--- config.mk ---
export PLATFORM = sky130hd
export DESIGN_NAME = psc_queue
export DESIGN_NICKNAME = d
export VERILOG_FILES = /design/src/hdl/psc_pkg.sv /design/src/hdl/psc_queue.sv
export SDC_FILE = /design/constraint.sdc
export NUM_CORES = 1
export LEC_CHECK = 0
export ABC_AREA = 0
export BUFFER_PORTS_ARGS = -buffer_cell sky130_fd_sc_hd__buf_4
export CAP_MARGIN = 0
export CELL_PAD_IN_SITES_DETAIL_PLACEMENT = 1
export CELL_PAD_IN_SITES_GLOBAL_PLACEMENT = 1
export CORE_MARGIN = 8
export CORE_UTILIZATION = 47
export CTS_CLUSTER_SIZE = 10
export DETAILED_ROUTE_END_ITERATION = 10
export PLACE_DENSITY_LB_ADDON = 0.1
export SLEW_MARGIN = 10
export SYNTH_ARGS = -nofsm -noshare
export SYNTH_HDL_FRONTEND = slang
export SYNTH_SLANG_ARGS = --single-unit
--- constraint.sdc ---
create_clock -name clock -period 14.85 [get_ports clock]
set_clock_uncertainty 0.2 [all_clocks]
set_input_delay 0 -clock clock [delete_from_list [all_inputs] [get_ports clock]]
set_output_delay 0 -clock clock [all_outputs]
set_load 0.03 [all_outputs]
--- src/hdl/psc_pkg.sv ---
// Package of the power soft clipper: widths, modes, request structs and
// constant functions for the log2 and root tables. Depends on nothing.
`timescale 1ns / 1ps
`default_nettype none
package psc_pkg;

   localparam int TABLE_DEPTH_DEF = 1024;
   localparam int FRAC_BITS       = 20;
   localparam int MAG_W           = 21;
   localparam int LOG_STEPS       = 24;
   localparam int ROOT_COUNT      = 24;
   localparam int QUEUE_DEPTH     = 2;
   localparam logic [MAG_W-1:0] ONE_Q20 = 21'h100000;
   localparam longint unsigned LN2_Q30 = 64'd744261118;

   // How the magnitude is shaped.
   typedef enum logic [1:0] {
      MODE_HARD,
      MODE_TABLE,
      MODE_POWER,
      MODE_ZERO
   } mode_type;

   // Everything a request carries along the back pipeline.
   typedef struct packed {
      logic             neg;
      mode_type         mode;
      logic [MAG_W-1:0] mag_a;
      logic [15:0]      shape;
      logic [MAG_W-1:0] mag;
   } side_type;

   // A classified request as it waits in the queue.
   typedef struct packed {
      side_type    side;
      logic [30:0] mant;
      logic [4:0]  msb;
   } front_item_type;

   typedef struct packed {
      logic not_empty;
      logic full;
   } queue_status_type;

   // Floor square root of a 64-bit value.
   function automatic longint unsigned isqrt64(input longint unsigned x);
      longint unsigned xv;
      longint unsigned res;
      longint unsigned b;
      xv  = x;
      res = 0;
      b   = 64'd1 << 62;
      while (b > xv) b = b >> 2;
      while (b != 0) begin
         if (xv >= res + b) begin
            xv  = xv - (res + b);
            res = (res >> 1) + b;
         end else begin
            res = res >> 1;
         end
         b = b >> 2;
      end
      return res;
   endfunction

   // The root 2^(-2^-k) in Q30.
   function automatic longint unsigned root_q30(input int k);
      longint unsigned r;
      r = isqrt64(64'd1 << 59);
      for (int j = 2; j <= k; j++) r = isqrt64(r << 30);
      return r;
   endfunction

   // -log2(v / 2^20) in Q24, by repeated squaring.
   function automatic longint unsigned neglog2_q24(input longint unsigned v);
      longint unsigned m;
      longint unsigned frac;
      int              p;
      p    = 0;
      frac = 0;
      if (v == 0 || v >= 64'd1048576) return 0;
      while ((v >> (p + 1)) != 0) p++;
      m = v << (30 - p);
      for (int i = 0; i < LOG_STEPS; i++) begin
         m    = (m * m + (64'd1 << 29)) >> 30;
         frac = frac << 1;
         if (m >= (64'd1 << 31)) begin
            m    = m >> 1;
            frac = frac | 64'd1;
         end
      end
      return (64'(20 - p) << 24) - frac;
   endfunction

endpackage
`default_nettype wire

--- src/hdl/psc_queue.sv ---
// Two-entry queue between the front end and the back pipeline.
// Depends on psc_pkg.
`timescale 1ns / 1ps
`default_nettype none
module psc_queue (
   input  logic                      clock,
   input  logic                      reset,
   input  logic                      push,
   input  psc_pkg::front_item_type   push_item,
   input  logic                      pop,
   output psc_pkg::front_item_type   head_item,
   output psc_pkg::queue_status_type q_status
);
   import psc_pkg::*;

   front_item_type q_mem_ff [QUEUE_DEPTH];
   logic           wr_ptr_ff;
   logic           wr_ptr_in;
   logic           rd_ptr_ff;
   logic           rd_ptr_in;
   logic [1:0]     cnt_ff;
   logic [1:0]     cnt_in;

   assign head_item          = q_mem_ff[rd_ptr_ff];
   assign q_status.not_empty = (cnt_ff != 2'd0);
   assign q_status.full      = (cnt_ff == 2'(QUEUE_DEPTH));

   // Pointer and fill count update.
   always_comb begin
      wr_ptr_in = push ? !wr_ptr_ff : wr_ptr_ff;
      rd_ptr_in = pop ? !rd_ptr_ff : rd_ptr_ff;
      cnt_in    = cnt_ff + 2'(push) - 2'(pop);
   end

   always_ff @(posedge clock) begin
      if (reset) begin
         wr_ptr_ff <= 1'b0;
         rd_ptr_ff <= 1'b0;
         cnt_ff    <= 2'd0;
      end else begin
         wr_ptr_ff <= wr_ptr_in;
         rd_ptr_ff <= rd_ptr_in;
         cnt_ff    <= cnt_in;
      end
   end

   always_ff @(posedge clock) begin
      if (push) begin
         q_mem_ff[wr_ptr_ff] <= push_item;
      end
   end

endmodule
`default_nettype wire

==> results.tsv, run 1 <==
stage	metric	value	unit
run_status	status	complete, no violations	
sta	fmax	347.4	MHz
placement	gpl congestion	0.6797	
power_and_ir_drop	Comb pwr share	17.8	%
floorplan	Core Area	0.01520	mm²
power_and_ir_drop	Peak supply drop	0.09367	mV
sta	Final Hold Vio Count	0	
critical_path	critical-path maximum fanout	53	
power_and_ir_drop	Sw Share	25.20	%
global_routing	number of antenna violations at the first check in global routing	0	
clocking	clk sinks	199	
global_routing	Tot GR Track Use	18.96	%
floorplan	FP Rows	45	
power_and_ir_drop	Pint	0.001011	W
critical_path	CP Capture Type	output pin	
clocking	Max Buffers Root-to-Sink	2	
clocking	H-tree lvl count	4	
placement	post-DP HPWL	10720	µm
critical_path	flop2flop setup slack	12.29	ns
detailed_routing	detailed-route wire length per cell	21.96	µm
power_and_ir_drop	power per cell area	127.9	mW/mm²
power_and_ir_drop	Tot Pwr	0.001352	W
clocking	postcts setup bufs	0	
floorplan	Die Y-Extent	140.9	µm
cells_and_area	Util after Layout	69.53	%
sta	Setup Viol. Count Final	0	
detailed_routing	Via density	4.916	
synth	Synth Area per Inst	22.71	µm²
synth	Synthesized Nets	426	
detailed_routing	final WL	18320	µm
detailed_routing	via count	4100	
floorplan	initial cell density of the core	48.26	%
floorplan	Die X-Extent	140.9	µm
critical_path	crit start category	register	
global_routing	grt total ovfl	0	
clocking	CTS Buf Count	17	
cells_and_area	NumNets Final	737	
cells_and_area	area delta synth->final	44.09	%
detailed_routing	antenna-violating nets left	0	
sta	Slew Limit Fails	0	
critical_path	critical setup path kind	register to output pin	
global_routing	largest net degree at the start of global routing	73	
placement	I/O Buffers	199	
cells_and_area	# diodes	0	
synth	synth unique cells	14	
synth	register bit total from synthesis	199	
critical_path	Reg-to-Reg Start	wr_ptr_ff$_SDFFE_PP0P_	
critical_path	Critical Path AT	2.68	ns
floorplan	Total Die Area	0.01986	mm²
sta	Slew @ Worst Pin	0.9863	ns
detailed_routing	router iterations before antenna repair	4	
global_routing	number of global-route vias before repair	4796	
sta	Max-slew headroom	34.25	%
synth	Syn Inst Count	323	
global_routing	first-pass GRT wire length	27990	µm
cells_and_area	most common cell after layout, fill and taps aside	buf_4	
sta	Final period util	19.39	%
sta	unrepaired setup endpoints after global routing	no	
detailed_routing	DRT iter0 DRCs	220	
sta	post-route setup TNS	0	ns
critical_path	Required @ worst endpoint	14.65	ns
cells_and_area	fin area	0.01057	mm²
power_and_ir_drop	Sequential Power Share	49.7	%
power_and_ir_drop	Leak	4.068	nW
power_and_ir_drop	switching pwr	0.0003406	W
floorplan	io pins	200	
sta	min Tclk post-route	2.879	ns
min_path	worst hold path class	primary input to register	
run	Max-Cap Viols	0	
clocking	clk slew on worst S/H paths	0.07	ns
clocking	Skew-Pair Late Insertion Delay	0.44	ns
clocking	Root Buffer	clkbuf_16	
clocking	CTS tree	done	
synth	Yosys Warn Count	0	
power_and_ir_drop	clock share of power	32.5	%
placement	Placement Cell Area	0.009015	mm²
min_path	hold path start	push_item[20]	
synth	Netlist Area Pre-Place	0.007336	mm²
detailed_routing	detailed-route DRC error count	0	
synth	sequential share of the synthesized area	80.78	%
cells_and_area	commonest cells after routing, fill and taps aside	buf_4, edfxtp_1, dlygate4sd3_1, mux2_2, mux2_4	
cells_and_area	share of cells above drive strength 1	50.77	%
[path summary, 6_finish.rpt]
path	cells after the start	end
worst max register to register	2	q_mem_ff[0][80]$_DFFE_PP_
worst min-delay path	2	q_mem_ff[1][20]$_DFFE_PP_
worst max-delay path	3	head_item[18]
worst min register to register	2	rd_ptr_ff$_SDFFE_PP0P_
[logic make-up after synthesis]
logic type	Yosys count	synth area share (%)
flops	199	80.78
xor+xnor	3	0.5458
buf+inv	13	1.279
simple gates	9	0.6312
mux	97	16.42
fa+ha+maj	2	0.3411
[layer usage]
| layer | share of wire (%) | vias to the layer above | global-route usage [%] |
|---|---|---|---|
| met1 | 39 | 2057 | 21.08 |
| met3 | 6.8 | 18 | 7.292 |
| met2 | 52 | 130 | 32.64 |
| met4 | 1.6 | 0 | 6.731 |
| met5 | 0 | - | 0 |
| li1 | - | 1895 | - |
[flip-flops by register name, indices dropped and copies added (netlist names), named ones only]
| name | flops |
|---|---|
| q_mem_ff | 194 |
| rd_ptr_ff | 1 |
| wr_ptr_ff | 1 |
| cnt_ff | 2 |
[cell type report]
type	count	area, µm²
sequential	199	5929
tap	188	235.2
clock buffer	19	432.9
timing repair buffer	303	2527
clock inverter	12	111.4
fill	1270	4632
multi-input combinational	111	1326
inverter	2	7.507
[power groups by stage]
stage               clock [W]  combinational (W)  sequential (W)
floorplan                   0           0.000136        0.000677
global placement            0           0.000213        0.000680
detailed placement          0           0.000217        0.000683
CTS                  0.000445           0.000241        0.000671
global route         0.000465           0.000254        0.000675
finish               0.000440           0.000241        0.000671
[worst max-delay path: stages, from the launching register on]
cell and delay [ns]:
dfxtp_4 0.77, buf_4 0.78, mux2_2 0.43, buf_4 0.17
[cells in the mapped netlist, drive strengths merged]
cell / instances / share of area [%]
and2: 1 / 0.085
buf: 11 / 1.2
dfxtp: 5 / 1.4
edfxtp: 194 / 79
ha: 2 / 0.34
inv: 2 / 0.10
mux2: 97 / 16
nor2: 4 / 0.20
nor2b: 3 / 0.26
or2: 1 / 0.085
xnor2: 2 / 0.24
xnor3: 1 / 0.31
[repair_timing]
action	in CTS	in global routing
hold buffers	101	0
gates resized for setup	0	0
hold endpoints to repair	249	0
endpoints found under the setup margin	0	0
[through the flow]
| stage | cells | hold WS, ns | setup WS (ns) |
|---|---|---|---|
| 3_3_place_gp | 702 | -0.01547 | 12.35 |
| 6_report | 834 | 0.08928 | 11.97 |
| 3_5_place_dp | 702 | -0.01136 | 12.31 |
| 4_1_cts | 834 | 0.06510 | 11.94 |
| 5_1_grt | 834 | 0.08399 | 11.82 |
| 2_1_floorplan | 323 | -0.1284 | 9.462 |
No activity file was read; power rests on OpenSTA's default activity.
==> inputs of run 2 (changes only) <==
--- a/config.mk
+++ b/config.mk
@@ -5,13 +5,13 @@
 export SDC_FILE = /design/constraint.sdc
 export NUM_CORES = 1
 export LEC_CHECK = 0
-export ABC_AREA = 0
+export ABC_AREA = 1
 export BUFFER_PORTS_ARGS = -buffer_cell sky130_fd_sc_hd__buf_4
 export CAP_MARGIN = 0
 export CELL_PAD_IN_SITES_DETAIL_PLACEMENT = 1
 export CELL_PAD_IN_SITES_GLOBAL_PLACEMENT = 1
 export CORE_MARGIN = 8
-export CORE_UTILIZATION = 47
+export CORE_UTILIZATION = 40
 export CTS_CLUSTER_SIZE = 10
 export DETAILED_ROUTE_END_ITERATION = 10
 export PLACE_DENSITY_LB_ADDON = 0.1
==> constraint.sdc (replaced) <==
create_clock -name clock -period 2.39 [get_ports clock]
set_clock_uncertainty 0.2 [all_clocks]
set_input_delay 0 -clock clock [delete_from_list [all_inputs] [get_ports clock]]
set_output_delay 0 -clock clock [all_outputs]
set_load 0.03 [all_outputs]
==> run 2 against run 1 <==
Net effect:
- non-clock buffer count rose by 5
- register-to-register slack got worse by 12 ns
- final cell count rose by 7.1%
- routed wire length fell by 6.6%
- area after synthesis barely moved
- combinational power rose to 6.0 times the previous value
- die area rose by 16%
==> results.tsv, run 2 <==
stage	metric	value	unit
synth	main flop type after synthesis	edfxtp_1	
cells_and_area	Filler cells	1612	
cells_and_area	share of cells above drive strength 1	50.76	%
sta	final hold slack	0.09808	ns
critical_path	Required @ worst endpoint	2.19	ns
cells_and_area	max reg flops	194	
synth	leading area contributor after synthesis	edfxtp_1	
detailed_routing	Via density	4.639	
global_routing	first-pass GRT wire length	25180	µm
detailed_routing	DRT iter0 DRCs	162	
sta	Slew Limit Fails	0	
sta	Final period util	83.13	%
synth	number of synthesized flops with an enable pin	194	
power_and_ir_drop	Peak supply drop	0.5005	mV
sta	Final Hold Vio Count	0	
critical_path	Cell Chain, Critical Path	buf_4, mux2_2, buf_4	
synth	list of most frequent post-synthesis cells	edfxtp_1, mux2_2, mux2_4	
clocking	Max Buffers Root-to-Sink	2	
clocking	Skew-Pair Late Insertion Delay	0.41	ns
detailed_routing	router iterations before antenna repair	4	
placement	placed cell count	757	
clocking	Post-CTS Hold Buffers	102	
clocking	clk slew on worst S/H paths	0.07	ns
cells_and_area	fin area	0.01076	mm²
run_status	status	complete, no violations	
placement	gpl congestion	0.7141	
clocking	postcts setup bufs	0	
floorplan	Die Y-Extent	151.5	µm
cells_and_area	biggest regs	q_mem_ff x194, cnt_ff x2	
synth	Synth Area per Inst	22.04	µm²
synth	compound-cell area share of the yosys netlist	0.06818	%
critical_path	slowest CP cell	buf_4	
cells_and_area	Finished Layout Cells	893	
run	Max-Cap Viols	0	
sta	Max-slew headroom	61.11	%
cells_and_area	NumNets Final	752	
placement	Placement Cell Area	0.009156	mm²
critical_path	Buf/Inv on CP	2	
synth	Netlist Area Pre-Place	0.007341	mm²
cells_and_area	area delta synth->final	46.57	%
critical_path	CP Capture Type	output pin	
detailed_routing	final WL	17100	µm
cells_and_area	multi-input logic area	0.001309	mm²
power_and_ir_drop	Leak	4.123	nW
critical_path	critical setup path kind	register to output pin	
sta	Slew @ Worst Pin	0.5834	ns
cells_and_area	Seq. cell area	0.005931	mm²
global_routing	largest net degree at the start of global routing	64	
floorplan	Total Die Area	0.02294	mm²
global_routing	Tot GR Track Use	14.77	%
critical_path	delay-heaviest family, CP	buffers and inverters	
synth	largest family of logic cells by synthesized area	multiplexers	
critical_path	Critical Path Most Common Cell	buf_4	
clocking	clk sinks	199	
sta	min Tclk post-route	1.987	ns
critical_path	critical-path maximum fanout	34	
synth	Synthesized Nets	436	
floorplan	io pins	200	
synth	most frequent cell after synthesis	edfxtp_1	
sta	fmax	503.3	MHz
clocking	CTS Buf Count	17	
sta	unrepaired setup endpoints after global routing	no	
floorplan	Core Area	0.01796	mm²
global_routing	number of global-route vias before repair	4632	
critical_path	crit start category	register	
clocking	Root Buffer	clkbuf_16	
min_path	worst hold path class	primary input to register	
placement	I/O Buffers	199	
cells_and_area	most flop-heavy register	q_mem_ff	
power_and_ir_drop	power per cell area	772.8	mW/mm²
synth	Yosys Warn Count	0	
synth	register bit total from synthesis	199	
synth	Syn Inst Count	333	
floorplan	FP Rows	49	
critical_path	Critical Path AT	1.79	ns
detailed_routing	via count	4143	
synth	fraction of registers with async set/reset	0	%
synth	Adder-Cell Fraction of Synth Area	0.3409	%
clocking	CTS tree	done	
synth	xor/xnor share of the synthesized area	0.1193	%
synth	top-area cell type share of the netlist area	79.36	%
detailed_routing	detailed-route wire length per cell	19.15	µm
global_routing	grt total ovfl	0	
detailed_routing	antenna-violating nets left	0	
synth	Simple-Gate Fraction of Synth Area	0.7500	%
synth	mux share of post-synthesis cell area	16.41	%
clocking	H-tree lvl count	4	
placement	post-DP HPWL	10960	µm
synth	leading post-synthesis cells by cell area	edfxtp_1, mux2_2, mux2_4	
detailed_routing	detailed-route DRC error count	0	
critical_path	peak per-stage delay on the critical path	0.41	ns
synth	synth unique cells	14	
sta	Setup Viol. Count Final	0	
synth	sequential share of the synthesized area	80.72	%
clocking	PostCTS Resize Cnt	0	
floorplan	Die X-Extent	151.5	µm
cells_and_area	commonest cells after routing, fill and taps aside	buf_4, edfxtp_1, dlygate4sd3_1, mux2_2, mux2_4	
global_routing	number of antenna violations at the first check in global routing	1	
cells_and_area	most common cell after layout, fill and taps aside	buf_4	
floorplan	initial cell density of the core	40.87	%
run 2: final cells by class:
class | instances | share of cell area, %
flip-flops and latches | 199 | 55.12
repair buffers | 308 | 24.33
multi-input cells | 115 | 12.16
clock buffers | 18 | 3.989
well taps | 229 | 2.663
clock inverters | 14 | 1.372
inverters | 8 | 0.3140
diodes | 2 | 0.04652
run 2: layer usage:
metal | vias up | track usage, % | part of all wire [%]
met5 | - | 0 | 0
met4 | 0 | 5.492 | 1.4
met3 | 17 | 5.108 | 6.7
met2 | 132 | 26.13 | 53
met1 | 2061 | 16.04 | 39
li1 | 1933 | - | -
run 2: logic make-up after synthesis:
kind of cell,count (synthesis)
AO/OA/AOI/OAI,1
buffers and inverters,19
XOR/XNOR,1
flip-flops,199
AND/OR/NAND/NOR,14
adder cells (fa/ha/maj),2
multiplexers,97
run 2: worst paths after layout:
| kind | to | cells past startpoint | startpoint | slack, ns |
|---|---|---|---|---|
| worst max-delay path | head_item[64] | 3 | register | 0.40 |
| worst min-delay path | q_mem_ff[1][79]$_DFFE_PP_ | 2 | push_item[79] | 0.1 |
| worst max register to register | cnt_ff[0]$_SDFF_PP0_ | 7 | cnt_ff[0]$_SDFF_PP0_ | 0.49 |
| worst min register to register | rd_ptr_ff$_SDFFE_PP0P_ | 2 | rd_ptr_ff$_SDFFE_PP0P_ | 0.31 |
run 2: worst reg2reg max path, cell delays in order (launching register included):
cell and delay, ns:
dfxtp_1 0.34, inv_1 0.06, ha_1 0.27, inv_1 0.04, ha_1 0.25, dlygate4sd3_1 0.56, inv_1 0.05, nor2_1 0.03
run 2: per-stage QoR:
| stage | util, % | setup slack, ns | TNS [ns] | power, W |
|---|---|---|---|---|
| after floorplan | - | -0.02654 | -2.574 | 0.004936 |
| after global placement | 50.97 | 0.7903 | 0 | 0.005445 |
| after detailed placement | 50.97 | 0.7842 | 0 | 0.005475 |
| final | 59.89 | 0.4031 | 0 | 0.008314 |
| after global routing | 59.88 | 0.3167 | 0 | 0.008611 |
| after CTS | 59.87 | 0.3519 | 0 | 0.008413 |
run 2: where the power goes:
part	internal (W)	switching, W
clock	0.00155	0.00124
combinational	0.000671	0.000772
sequential	0.00404	0.0000445
