<file path="src/hdl/psc_pkg.sv">
// Package of the power soft clipper: widths, modes, request structs and
// constant functions for the log2 and root tables. Depends on nothing.
`timescale 1ns / 1ps
`default_nettype none
package psc_pkg;

   localparam int TABLE_DEPTH_DEF = 1024;
   localparam int FRAC_BITS       = 20;
   localparam int MAG_W           = 21;
   localparam int LOG_STEPS       = 24;
   localparam int ROOT_COUNT      = 24;
   localparam int QUEUE_DEPTH     = 2;
   localparam logic [MAG_W-1:0] ONE_Q20 = 21'h100000;
   localparam longint unsigned LN2_Q30 = 64'd744261118;

   // How the magnitude is shaped.
   typedef enum logic [1:0] {
      MODE_HARD,
      MODE_TABLE,
      MODE_POWER,
      MODE_ZERO
   } mode_type;

   // Everything a request carries along the back pipeline.
   typedef struct packed {
      logic             neg;
      mode_type         mode;
      logic [MAG_W-1:0] mag_a;
      logic [15:0]      shape;
      logic [MAG_W-1:0] mag;
   } side_type;

   // A classified request as it waits in the queue.
   typedef struct packed {
      side_type    side;
      logic [30:0] mant;
      logic [4:0]  msb;
   } front_item_type;

   typedef struct packed {
      logic not_empty;
      logic full;
   } queue_status_type;

   // Floor square root of a 64-bit value.
   function automatic longint unsigned isqrt64(input longint unsigned x);
      longint unsigned xv;
      longint unsigned res;
      longint unsigned b;
      xv  = x;
      res = 0;
      b   = 64'd1 << 62;
      while (b > xv) b = b >> 2;
      while (b != 0) begin
         if (xv >= res + b) begin
            xv  = xv - (res + b);
            res = (res >> 1) + b;
         end else begin
            res = res >> 1;
         end
         b = b >> 2;
      end
      return res;
   endfunction

   // The root 2^(-2^-k) in Q30.
   function automatic longint unsigned root_q30(input int k);
      longint unsigned r;
      r = isqrt64(64'd1 << 59);
      for (int j = 2; j <= k; j++) r = isqrt64(r << 30);
      return r;
   endfunction

   // -log2(v / 2^20) in Q24, by repeated squaring.
   function automatic longint unsigned neglog2_q24(input longint unsigned v);
      longint unsigned m;
      longint unsigned frac;
      int              p;
      p    = 0;
      frac = 0;
      if (v == 0 || v >= 64'd1048576) return 0;
      while ((v >> (p + 1)) != 0) p++;
      m = v << (30 - p);
      for (int i = 0; i < LOG_STEPS; i++) begin
         m    = (m * m + (64'd1 << 29)) >> 30;
         frac = frac << 1;
         if (m >= (64'd1 << 31)) begin
            m    = m >> 1;
            frac = frac | 64'd1;
         end
      end
      return (64'(20 - p) << 24) - frac;
   endfunction

endpackage
`default_nettype wire

</file>
<file path="src/hdl/psc_front.sv">
// Front end of the power soft clipper: takes a request, clamps and
// classifies it and hands it to the queue. Depends on psc_pkg.
`timescale 1ns / 1ps
`default_nettype none
module psc_front (
   input  logic                      clock,
   input  logic                      reset,
   input  logic                      req_valid,
   output logic                      req_stall,
   input  logic signed [23:0]        req_sample_in,
   input  logic signed [20:0]        req_shape_amount,
   input  psc_pkg::queue_status_type q_status,
   output logic                      push,
   output psc_pkg::front_item_type   push_item
);
   import psc_pkg::*;

   logic           fr_vld_ff;
   logic           fr_vld_in;
   front_item_type fr_item_ff;
   front_item_type fr_item_in;
   logic           load;
   logic [23:0]    smp;
   logic [23:0]    a_raw;
   logic [20:0]    mag_a;
   logic [4:0]     msb;

   // The held request moves on whenever the queue has room.
   assign push      = fr_vld_ff && !q_status.full;
   assign req_stall = fr_vld_ff && q_status.full;
   assign load      = req_valid && !req_stall;
   assign fr_vld_in = load || (fr_vld_ff && !push);
   assign push_item = fr_item_ff;

   // Magnitude, clamped to one.
   assign smp   = req_sample_in;
   assign a_raw = req_sample_in[23] ? (~smp + 24'd1) : smp;
   assign mag_a = (a_raw > 24'(ONE_Q20)) ? ONE_Q20 : a_raw[20:0];

   // Leading one of the magnitude below one, for the log normalisation.
   always_comb begin
      msb = '0;
      for (int i = 0; i < FRAC_BITS; i++) begin
         if (mag_a[i]) msb = 5'(i);
      end
   end

   // Classify the request by its shape amount.
   always_comb begin
      fr_item_in            = '0;
      fr_item_in.side.neg   = req_sample_in[23];
      fr_item_in.side.mag_a = mag_a;
      fr_item_in.side.shape = req_shape_amount[15:0];
      fr_item_in.msb        = msb;
      fr_item_in.mant       = 31'(mag_a[19:0]) << (5'd30 - msb);
      priority if (req_shape_amount[20] || req_shape_amount == 21'sd0) begin
         fr_item_in.side.mode = MODE_HARD;
         fr_item_in.side.mag  = mag_a;
      end else if (req_shape_amount[19:16] != 4'd0) begin
         fr_item_in.side.mode = MODE_TABLE;
      end else if (mag_a == '0) begin
         fr_item_in.side.mode = MODE_ZERO;
      end else begin
         fr_item_in.side.mode = MODE_POWER;
      end
   end

   always_ff @(posedge clock) begin
      if (reset) begin
         fr_vld_ff <= 1'b0;
      end else begin
         fr_vld_ff <= fr_vld_in;
      end
   end

   always_ff @(posedge clock) begin
      if (load) begin
         fr_item_ff <= fr_item_in;
      end
   end

endmodule
`default_nettype wire

</file>
<file path="config.mk">
export PLATFORM = sky130hd
export DESIGN_NAME = psc_front
export DESIGN_NICKNAME = d
export VERILOG_FILES = /design/src/hdl/psc_pkg.sv /design/src/hdl/psc_front.sv
export SDC_FILE = /design/constraint.sdc
export NUM_CORES = 1
export LEC_CHECK = 0
export ABC_AREA = 1
export BUFFER_PORTS_ARGS = -buffer_cell sky130_fd_sc_hd__buf_2
export CAP_MARGIN = 20
export CORE_MARGIN = 1
export CORE_UTILIZATION = 44
export CTS_CLUSTER_SIZE = 8
export DETAILED_ROUTE_END_ITERATION = 6
export GPL_TIMING_DRIVEN = 0
export PLACE_DENSITY = 0.69
export SLEW_MARGIN = 25
export SYNTH_ARGS = -nofsm -noshare
export SYNTH_HDL_FRONTEND = slang
export SYNTH_SLANG_ARGS = --single-unit
export TNS_END_PERCENT = 20
</file>
<file path="constraint.sdc">
create_clock -name clock -period 7.9 [get_ports clock]
set_clock_uncertainty 0.05 [all_clocks]
set_input_delay 1.185 -clock clock [delete_from_list [all_inputs] [get_ports clock]]
set_output_delay 1.185 -clock clock [all_outputs]
set_load 0.1 [all_outputs]
</file>
==> results of run 1 <==
## per-stage QoR
| step | total power (uW) | util (%) | area (sq um) | worst slack (ns) | cells |
|---|---|---|---|---|---|
| final | 2100 | 57.3 | 6990 | 2.86 | 1013 |
| after CTS | 2100 | 57.3 | 6990 | 2.94 | 1013 |
| after floorplan | 1470 | - | 5640 | 1.46 | 678 |
| after global placement | 1650 | 54.0 | 6590 | 0.475 | 993 |
| after detailed placement | 1650 | 54.8 | 6690 | 2.62 | 997 |
| after global routing | 2190 | 57.3 | 6990 | 2.45 | 1013 |
## cells by family (layout without fill, tap and decap cells)
group                    after synthesis  count (layout)  synth area share, %
AND/OR/NAND/NOR                      449             449                 36.4
XOR/XNOR                               4               4                0.759
other                                  1              11               0.0669
flip-flops                            98              98                 52.3
adder cells (fa/ha/maj)                1               1                0.223
buffers and inverters                 85             252                 7.10
AO/OA/AOI/OAI                         30              30                 3.10
## cell usage in the layout (no fill, tap or decap), types with 6 or more instances in the layout
cell	instances
nand3b_1	9
edfxtp_1	97
nor2_1	84
nand2_2	15
inv_2	14
buf_2	149
nand2_1	216
conb_1	11
nor2_2	7
clkbuf_16	9
nand3_1	87
o21ai_0	6
nand3_2	6
buf_4	6
o21ai_1	10
inv_1	53
## flip-flops by register name, indices dropped and copies added (netlist names)
register,flops
push_item,97
fr_vld_ff,1
## power by group through the flow
stage                     Sequential [uW]  Clock (uW)  Combinational, uW
final                                 663         445                989
after global placement                679           0                967
after detailed placement              674           0                979
after CTS                             664         454                982
after global routing                  668         472               1050
after floorplan                      1080           0                391
## worst max path at each step
| stage | end | slack (ns) | cells past startpoint |
|---|---|---|---|
| finish | push_item[30] | 2.86 | 37 |
| global route | push_item[30] | 2.45 | 37 |
| CTS | push_item[30] | 2.94 | 37 |
| detailed placement | push_item[30] | 2.62 | 37 |
| global placement | push_item[89] | 0.48 | 4 |
| floorplan | push_item[0] | 1.46 | 3 |
## cell type report
class | instances | share of cell area, %
buffer | 17 | 2.04
clock buffer | 10 | 3.27
multi-input combinational | 495 | 33.2
inverter | 68 | 3.65
timing repair buffer | 151 | 11.9
tap | 168 | 3.01
clock inverter | 6 | 1.02
sequential | 98 | 41.9
## worst max-delay path: cells and delay by family
kind / cells / cell delay [ns]
and+or+nand+nor: 29 / 2.43
adders and majority gates: 1 / 0.24
buffers and inverters: 5 / 0.69
xor gates and xnor gates: 1 / 0.45
AOI/OAI and AO/OA: 1 / 0.10
## metal layers
layer  up-vias  share of wire [%]
met4         0                2.2
met3        21                6.0
met5         -                  0
met2       200                 48
met1      2355                 44
li1       2535                  -
==> impl_results.md, run 1 <==
- Die width: between 100 and 150 microns
- Met1 GRT Util: 29.7%
- Drt first pass iters: 5
- Run status: complete, no violations
- Die height: 115 microns
- Slowest cell on the critical path: xnor2_1
- Number of global-route vias before repair: around 4700
- Worst hold path stage count: 2
- H-tree levels: 3
- Register share of total power: 31.6%
- Via Count: 5111
- CTS tree: yes
- Max incr delay on CP: ~0.45 ns
- Reg clk slew, reported paths: about 0.070 ns
- Antenna cells: 0
- Hold Path Class: reg -> reg
- Largest net degree at the start of global routing: 30
- Critical R2R Capture: push_item[23]
- Switching part of the total: approximately 47%
- Register Area: a little under 3000 sq um
- Clock latency on the worst-skew pair: between 0.3 and 0.4 ns
- Io pins: approximately 150
- Share of cells above drive strength 1: between 20 and 30%
- Root Driver: clkbuf_16
- Post-DP HPWL: roughly 12 mm
- R2r setup slk: 6.37 ns
- Post-Syn Area per Cell: approximately 8.4 sq um
- Fillers: 1155
- Crit path required time: between 7 and 8 ns
- Post-CTS setup buffer count: 0
- Post-synthesis async set-or-reset flop share: 0%
- Multi-input gate area: roughly 2300 sq um
- Max_slew headroom: ~60%
- Initial antenna violation count: 0
- Hold_sp: fr_vld_ff
- Setup-failing EPs final: 0
- Period utilisation layout: between 60% and 70%
- DRC violations left: 0
- Setup crit end kind: flip-flop
- Worst vdd ir: roughly 0.20 mV
- Clock Path Buffers: 2
- EDFF count, synth: between 90 and 100
- Crit-path max FO: 10
- Clock Power Share: about a fifth
- Crit path time final: 5.04 ns
- Post_cts resized: 0
- Vias per inst: about 5.0
- Port Buf Inserts: about 150
- GRT busiest layer: met2
- Slew Viols, Final: 0
- Top-count cell post-synth: nand2_1
- Routed len/inst: between 10 and 15 microns
- Core area: 12200 sq um
- RSZ-0062 raised after global routing: no
- Num CTS Buffers: 9
- Synth Flop Type: edfxtp_1
- Seq cells post-synth: approximately 100
- Clock sinks: between 90 and 100
- Depth of the worst register-to-register path: 5
- Synth area leader: edfxtp_1
- Leakage power: 0.00341 uW
- Nets: 891
- CP dominant cell by count: nand2_1
- Post-synthesis sequential area ratio: between 50% and 60%
- M2 GR Usage: approximately 40%
- Worst EP arrival: roughly 5.1 ns
- Crit start category: primary input
- Hold Worst Slack: 0.450 ns
- Row cnt: 40
- Worst Tran Pin Value: between 0.5 and 0.6 ns
- Critical Path Source: req_sample_in[0]
- First-pass GRT wire length: 23.3 mm
- Total negative setup slack: 0 ns
- Placer Congestion: just over 0.9
- Syn Std Cell Area: around 5600 sq um
- Endpoints failing hold: 0
- Area contributors post-synth: edfxtp_1 (52%), nand2_1 (14%), nand3_1 (7.8%), nor2_1 (5.7%), inv_1 (3.5%)
- Post-route ant nets: 0
- WHS Endpoint: fr_vld_ff
- Total wire length: 14.9 mm
- Power share of the combinational group: between 40% and 50%
- Pwr dens: approximately 300 nW/um^2
- Post-synth top cells: nand2_1 (216), edfxtp_1 (97), nand3_1 (87)
- Psw: just under 1000 uW
- Iteration-0 DRC Markers: 400
- Fmax: 199 MHz
- Top cell type's share of synthesized area: about half
- Gr ovfl total: 0
- Gr usage total: ~23%
- DIE AREA: roughly 13000 sq um
- Crit Path Class: in -> reg
- Initial Util: roughly 46%
- Int Pwr: between 1000 and 1500 uW
- Synth warn: 0
- Reg2reg start: fr_vld_ff
- Post-CTS Hold Fix Bufs: 0
- Synth cell types: 41
- Grt met3 use: 3.69%
- Synth-to-layout area growth: 24.7%
- # Max-Cap Violations: 0
- Cells after Synth: around 670
No activity file was read; power rests on OpenSTA's default activity.
==> run 2, diff against run 1 <==
==> constraint.sdc (replaced) <==
create_clock -name clock -period 5.1 [get_ports clock]
set_clock_uncertainty 0.05 [all_clocks]
set_input_delay 0.765 -clock clock [delete_from_list [all_inputs] [get_ports clock]]
set_output_delay 0.765 -clock clock [all_outputs]
set_load 0.1 [all_outputs]
==> impl_results.md, run 2 (synthesis gave the netlist of run 1 again) <==
- Run status: complete, no violations
- Register Area: 2930 sq um (unchanged)
- Gr usage total: 24.0% (+0.85 points)
- Crit path time final: between 4 and 5 ns
- Most frequent cells in the layout: nand2_1 (216), buf_2 (149), edfxtp_1 (97)
- Reg2reg start: fr_vld_ff
- Most common cell after layout, fill and taps aside: nand2_1
- Worst vdd ir: 0.244 mV (+24%)
- DRC violations left: 0 (unchanged)
- Total wire length: 15.3 mm (+2.6%)
- Hold_sp: fr_vld_ff
- Slew Viols, Final: 0 (unchanged)
- Clock sinks: 98 (unchanged)
- Endpoints failing hold: 0 (unchanged)
- Critical Path Source: req_sample_in[0]
- Post-CTS setup buffer count: 0 (unchanged)
- Antenna cells: 0 (unchanged)
- Crit start category: primary input
- Leakage power: 0.00342 uW (+0.39%)
- Clock latency on the worst-skew pair: 0.35 ns (+0.02 ns)
- Pwr dens: 477 nW/um^2 (+59%)
- Worst Tran Pin Value: 0.784 ns (+0.186 ns)
- Row cnt: 40 (unchanged)
- Final instance area: 7020 sq um (+0.39%)
- Root Driver: clkbuf_16
- Period utilisation layout: about nine tenths
- Clock Power Share: 23.4% (+2.2 points)
- Fmax: roughly 210 MHz
- CTS tree: yes
- # Max-Cap Violations: 0 (unchanged)
- Worst EP arrival: 4.69 ns (-0.39 ns)
- Slowest cell on the critical path: xnor2_1
- Post_cts resized: 0 (unchanged)
- Psw: 1540 uW (+55%)
- Post-DP HPWL: 12.3 mm (+4.2%)
- Initial antenna violation count: 0 (unchanged)
- Post-CTS Hold Fix Bufs: 0 (unchanged)
- H-tree levels: 3 (unchanged)
- Register share of total power: 30.6% (-1.0 points)
- Die width: 115 microns (unchanged)
- Gr ovfl total: 0 (unchanged)
- Iteration-0 DRC Markers: 345 (-14%)
- Max FFs per register: 97 (unchanged)
- Placer Congestion: 0.899 (-0.94%)
- Multi-input gate area: 2320 sq um (unchanged)
- Reg clk slew, reported paths: 0.07 ns (about the same)
- DIE AREA: 13200 sq um (unchanged)
- Io pins: 149 (unchanged)
- CP dominant cell by count: nand2_1
- Max incr delay on CP: 0.43 ns (-0.02 ns)
- Crit-path max FO: 10 (unchanged)
- Int Pwr: 1810 uW (+63%)
- Core area: 12200 sq um (unchanged)
- Port Buf Inserts: 147 (unchanged)
- Power share of the combinational group: 45.9% (-1.3 points)
- Num CTS Buffers: 9 (unchanged)
- Max_slew headroom: 47.6% (-12 points)
- Post-route ant nets: 0 (unchanged)
- Via Count: 5115 (+0.078%)
- Fillers: 1163 (+0.69%)
- Drt first pass iters: 5 (unchanged)
- Synth-to-layout area growth: 25.2%
- Clock Path Buffers: 2 (unchanged)
- First-pass GRT wire length: 23.9 mm (+2.8%)
- Area post-placement: 6670 sq um (-0.30%)
- RSZ-0062 raised after global routing: no
- Setup crit end kind: flip-flop
- Die height: 115 microns (unchanged)
- Share of cells above drive strength 1: 27.8% (+0.033 points)
- Hold Path Class: reg -> reg
- Routed len/inst: 15.1 microns (+2.7%)
- Total negative setup slack: 0 ns (unchanged)
- Number of global-route vias before repair: 4832 (+2.1%)
- Nets: 890 (-0.11%)
- Initial Util: 45.9% (unchanged)
- Largest net degree at the start of global routing: 27 (-10%)
- Crit path required time: 5.14 ns (-2.80 ns)
- Setup-failing EPs final: 0 (unchanged)
- Crit Path Class: in -> reg
- Vias per inst: 5.05 (+0.18%)
- Switching part of the total: 45.9% (-1.3 points)
==> run 2: cell types whose count changed in the layout (fill, tap and decap cells not counted), sizes merged <==
cell / before / now
bufinv: 1 / 3
inv: 71 / 70
buf: 164 / 163
clkbuf: 14 / 13
==> run 2: path summary, 6_finish.rpt <==
kind / slack (ns) / to / cells past startpoint
max reg2reg: 3.00 / push_item[79] / 6
min reg2reg: 0.44 / fr_vld_ff / 2
min: 0.44 / fr_vld_ff / 2
max: 0.44 / push_item[30] / 37
==> run 2: routing by layer <==
metal | GRT usage, % | share of wire, % | vias to the layer above | wire (microns)
met3 | 5.01 | 7.5 | 24 | 1150
met4 | 8.48 | 2.1 | 0 | 323
met1 | 31.7 | 44 | 2353 | 6730
met5 | 0 | 0 | - | 0
li1 | - | - | 2528 | -
met2 | 39.2 | 46 | 210 | 7110
==> run 2: power groups by stage <==
stage	Combinational, uW	Clock [uW]	Sequential, uW
finish	1540	784	1030
detailed placement	1530	0	1040
global placement	1510	0	1050
floorplan	606	0	1670
CTS	1530	798	1030
global route	1650	821	1030
==> run 2: cell type report <==
class | instances | area share, %
clock inverters | 7 | 1.75
inverters | 68 | 3.64
well taps | 168 | 2.99
repair buffers | 150 | 11.5
clock buffers | 9 | 3.21
flip-flops and latches | 98 | 41.8
plain buffers | 17 | 2.03
multi-input cells | 495 | 33.1
==> run 2: per-stage QoR <==
| stage | std cells | utilization [%] | worst slack (ns) | power, uW | hold WS (ns) |
|---|---|---|---|---|---|
| 4_1_cts | 1012 | 57.5 | 0.524 | 3360 | 0.449 |
| 2_1_floorplan | 678 | - | 0.724 | 2270 | 0.398 |
| 6_report | 1012 | 57.5 | 0.444 | 3350 | 0.444 |
| 5_1_grt | 1012 | 57.5 | 0.0310 | 3510 | 0.476 |
| 3_3_place_gp | 993 | 54.0 | 0.217 | 2560 | 0.407 |
| 3_5_place_dp | 996 | 54.6 | 0.203 | 2570 | 0.439 |
==> run 2: worst max-delay path: cells and delay by family <==
family	cells	cell delay, ns
adders and majority gates	1	0.26
xor gates and xnor gates	1	0.43
buffers and inverters	5	0.69
AOI/OAI and AO/OA	1	0.11
and+or+nand+nor	29	2.45
==> run 3, diff against run 2 <==
--- a/config.mk
+++ b/config.mk
@@ -13,7 +13,7 @@
 export CTS_CLUSTER_SIZE = 8
 export DETAILED_ROUTE_END_ITERATION = 6
 export GPL_TIMING_DRIVEN = 0
-export PLACE_DENSITY = 0.69
+export PLACE_DENSITY = 0.71
 export SLEW_MARGIN = 25
 export SYNTH_ARGS = -nofsm -noshare
 export SYNTH_HDL_FRONTEND = slang
==> constraint.sdc (replaced) <==
create_clock -name clock -period 4 [get_ports clock]
set_clock_uncertainty 0.05 [all_clocks]
set_input_delay 0.6 -clock clock [delete_from_list [all_inputs] [get_ports clock]]
set_output_delay 0.6 -clock clock [all_outputs]
set_load 0.1 [all_outputs]
==> impl_results.md, run 3 (synthesis gave the netlist of run 1 again) <==
- Most common cell after layout, fill and taps aside: nand2_1
- Post-CTS Hold Fix Bufs: 0 (unchanged)
- Area post-placement: 6700 sq um (+0.41%)
- Synth-to-layout area growth: 45.5%
- Initial Util: 45.9% (unchanged)
- Nets: 937 (+5.3%)
- Drt first pass iters: 6 (+1)
- Max_slew headroom: 63.5% (+16 points)
- Final instance area: 8160 sq um (+16%)
- Number of global-route vias before repair: 4794 (-0.79%)
- Switching part of the total: 47.1% (+1.2 points)
- Int Pwr: 2500 uW (+38%)
- Setup-failing EPs final: 11 (+11)
- Post-DP HPWL: 11.1 mm (-9.7%)
- Reg clk slew, reported paths: 0.07 ns (about the same)
- Run status: finished with violations
- Period utilisation layout: 102%
- Via Count: 5593 (+9.3%)
- Worst EP arrival: 4.12 ns (-0.57 ns)
- Hold Worst Slack: 0.376 ns (-0.0680 ns)
- Placed cell count: 997 (+0.10%)
- Clock latency on the worst-skew pair: 0.33 ns (-0.02 ns)
- Crit start category: primary input
- Initial antenna violation count: 0 (unchanged)
- Crit path time final: just over 4 ns
- Crit path required time: 4.04 ns (-1.10 ns)
- Pwr dens: 580 nW/um^2 (+22%)
- Placer Congestion: 0.920 (+2.3%)
- Post-Place Worst Slack: -0.633 ns (-0.836 ns)
- Clock Path Buffers: 2 (unchanged)
- Largest net degree at the start of global routing: 29 (+7.4%)
- Clock sinks: 98 (unchanged)
- DIE AREA: 13200 sq um (unchanged)
- Setup crit end kind: flip-flop
- Share of cells above drive strength 1: 44.3% (+16 points)
- First-pass GRT wire length: 23.0 mm (-4.0%)
- Root Driver: clkbuf_16
- Max FFs per register: 97 (unchanged)
- Leakage power: 0.00381 uW (+11%)
- Crit Path Class: in -> reg
- CTS tree: yes
- Failing checks: setup timing
- Io pins: 149 (unchanged)
- PnR worst setup slack: -0.0816 ns (-0.526 ns)
- Psw: 2230 uW (+45%)
- Antenna cells: 0 (unchanged)
- DRC violations left: 0 (unchanged)
- Worst Tran Pin Value: 0.542 ns (-0.241 ns)
- Post-route ant nets: 0 (unchanged)
- Routed len/inst: 15.4 microns (+2.0%)
- Power share of the combinational group: 53.5% (+7.6 points)
- Crit-path max FO: 8 (-2)
- Post-Layout Cell Count: 1059 (+4.6%)
- # Max-Cap Violations: 0 (unchanged)
- Vias per inst: 5.28 (+4.5%)
- Num CTS Buffers: 9 (unchanged)
- H-tree levels: 3 (unchanged)
- Core area: 12200 sq um (unchanged)
- Row cnt: 40 (unchanged)
- Most frequent cells in the layout: nand2_1 (167), buf_2 (145), edfxtp_1 (97)
- Die height: 115 microns (unchanged)
- Slew Viols, Final: 0 (unchanged)
- Hold Path Class: in -> reg
- RSZ-0062 raised after global routing: yes
- Register share of total power: 27.7% (-2.9 points)
- Iteration-0 DRC Markers: 569 (+65%)
- Gr ovfl total: 0 (unchanged)
- Worst vdd ir: 0.232 mV (-4.8%)
- Port Buf Inserts: 147 (unchanged)
- Gr usage total: 22.8% (-1.2 points)
- Clock Power Share: 18.8% (-4.6 points)
- Fmax: roughly 250 MHz
- Endpoints failing hold: 0 (unchanged)
- Total wire length: 16.3 mm (+6.7%)
- Die width: 115 microns (unchanged)
==> run 3: changes by cell type in the layout (fill, tap and decap cells not counted), sizes merged <==
cell | previous run | this run
buf | 163 | 203
clkinv | 2 | 1
clkbuf | 13 | 19
bufinv | 3 | 1
inv | 70 | 72
nand2 | 236 | 237
clkinvlp | 0 | 1
==> run 3: cell type report <==
type,instances,area (sq um)
Inverter,68,273
Buffer,16,185
Fill cell,984,4060
Tap cell,168,210
Clock inverter,7,82.6
Timing Repair Buffer,197,1300
Multi-Input combinational cell,496,2950
Sequential cell,98,2930
Clock buffer,9,225
==> run 3: path summary, 6_finish.rpt <==
| kind | from | slack (ns) | cells after the start | endpoint |
|---|---|---|---|---|
| worst max-delay path | req_sample_in[1] | -0.08 | 27 | push_item[29] |
| worst min-delay path | reset | 0.38 | 2 | fr_vld_ff |
| worst max register to register | fr_vld_ff | 2.35 | 5 | push_item[73] |
| worst min register to register | fr_vld_ff | 0.46 | 2 | fr_vld_ff |
==> run 3: timing repair <==
item / in CTS / in global routing
pin swaps: 5 / 53
buffers inserted: 10 / 31
gates resized for setup: 21 / 163
endpoints found under the setup margin: 20 / 20
gates cloned: 0 / 6
==> run 3: worst max-delay path, stage by stage <==
cell and delay, ns:
buf_8 0.11, inv_4 0.05, ha_4 0.16, nand3_2 0.10, nand2_1 0.11, xor2_2 0.31, nor2_1 0.08, nand3_1 0.11
nor2_2 0.05, nand3_2 0.07, nand2_4 0.12, buf_12 0.18, buf_4 0.14, nand2_1 0.18, inv_1 0.14, nor2_1 0.20
nand2_1 0.11, nand3_2 0.12, nand3_4 0.20, inv_4 0.15, nand3_2 0.13, nand2_8 0.13, buf_8 0.13, nand3_2 0.12
nand3_2 0.10, nand2_2 0.06, nand3b_1 0.17
==> run 3: metal layers <==
metal | vias to the layer above | share of wire [%] | global-route usage, %
met1 | 2583 | 40 | 29.3
met4 | 0 | 3.6 | 9.09
met5 | - | 0 | 0
met2 | 319 | 47 | 38.2
li1 | 2639 | - | -
met3 | 52 | 9.0 | 4.06
==> run 3: metrics by stage <==
stage | total power, uW | setup TNS (ns) | util [%]
after floorplan | 2900 | 0 | -
after global placement | 3230 | -9.74 | 54.0
after detailed placement | 3250 | -9.80 | 54.9
after CTS | 4210 | -0.00505 | 58.6
after global routing | 4920 | -5.93 | 66.8
final | 4730 | -0.390 | 66.8
==> run 3: power by group through the flow <==
stage | registers, uW | clock network [uW] | logic [uW]
floorplan | 2120 | 0 | 773
global placement | 1330 | 0 | 1900
detailed placement | 1330 | 0 | 1920
CTS | 1310 | 910 | 1990
global route | 1320 | 942 | 2660
finish | 1310 | 891 | 2530
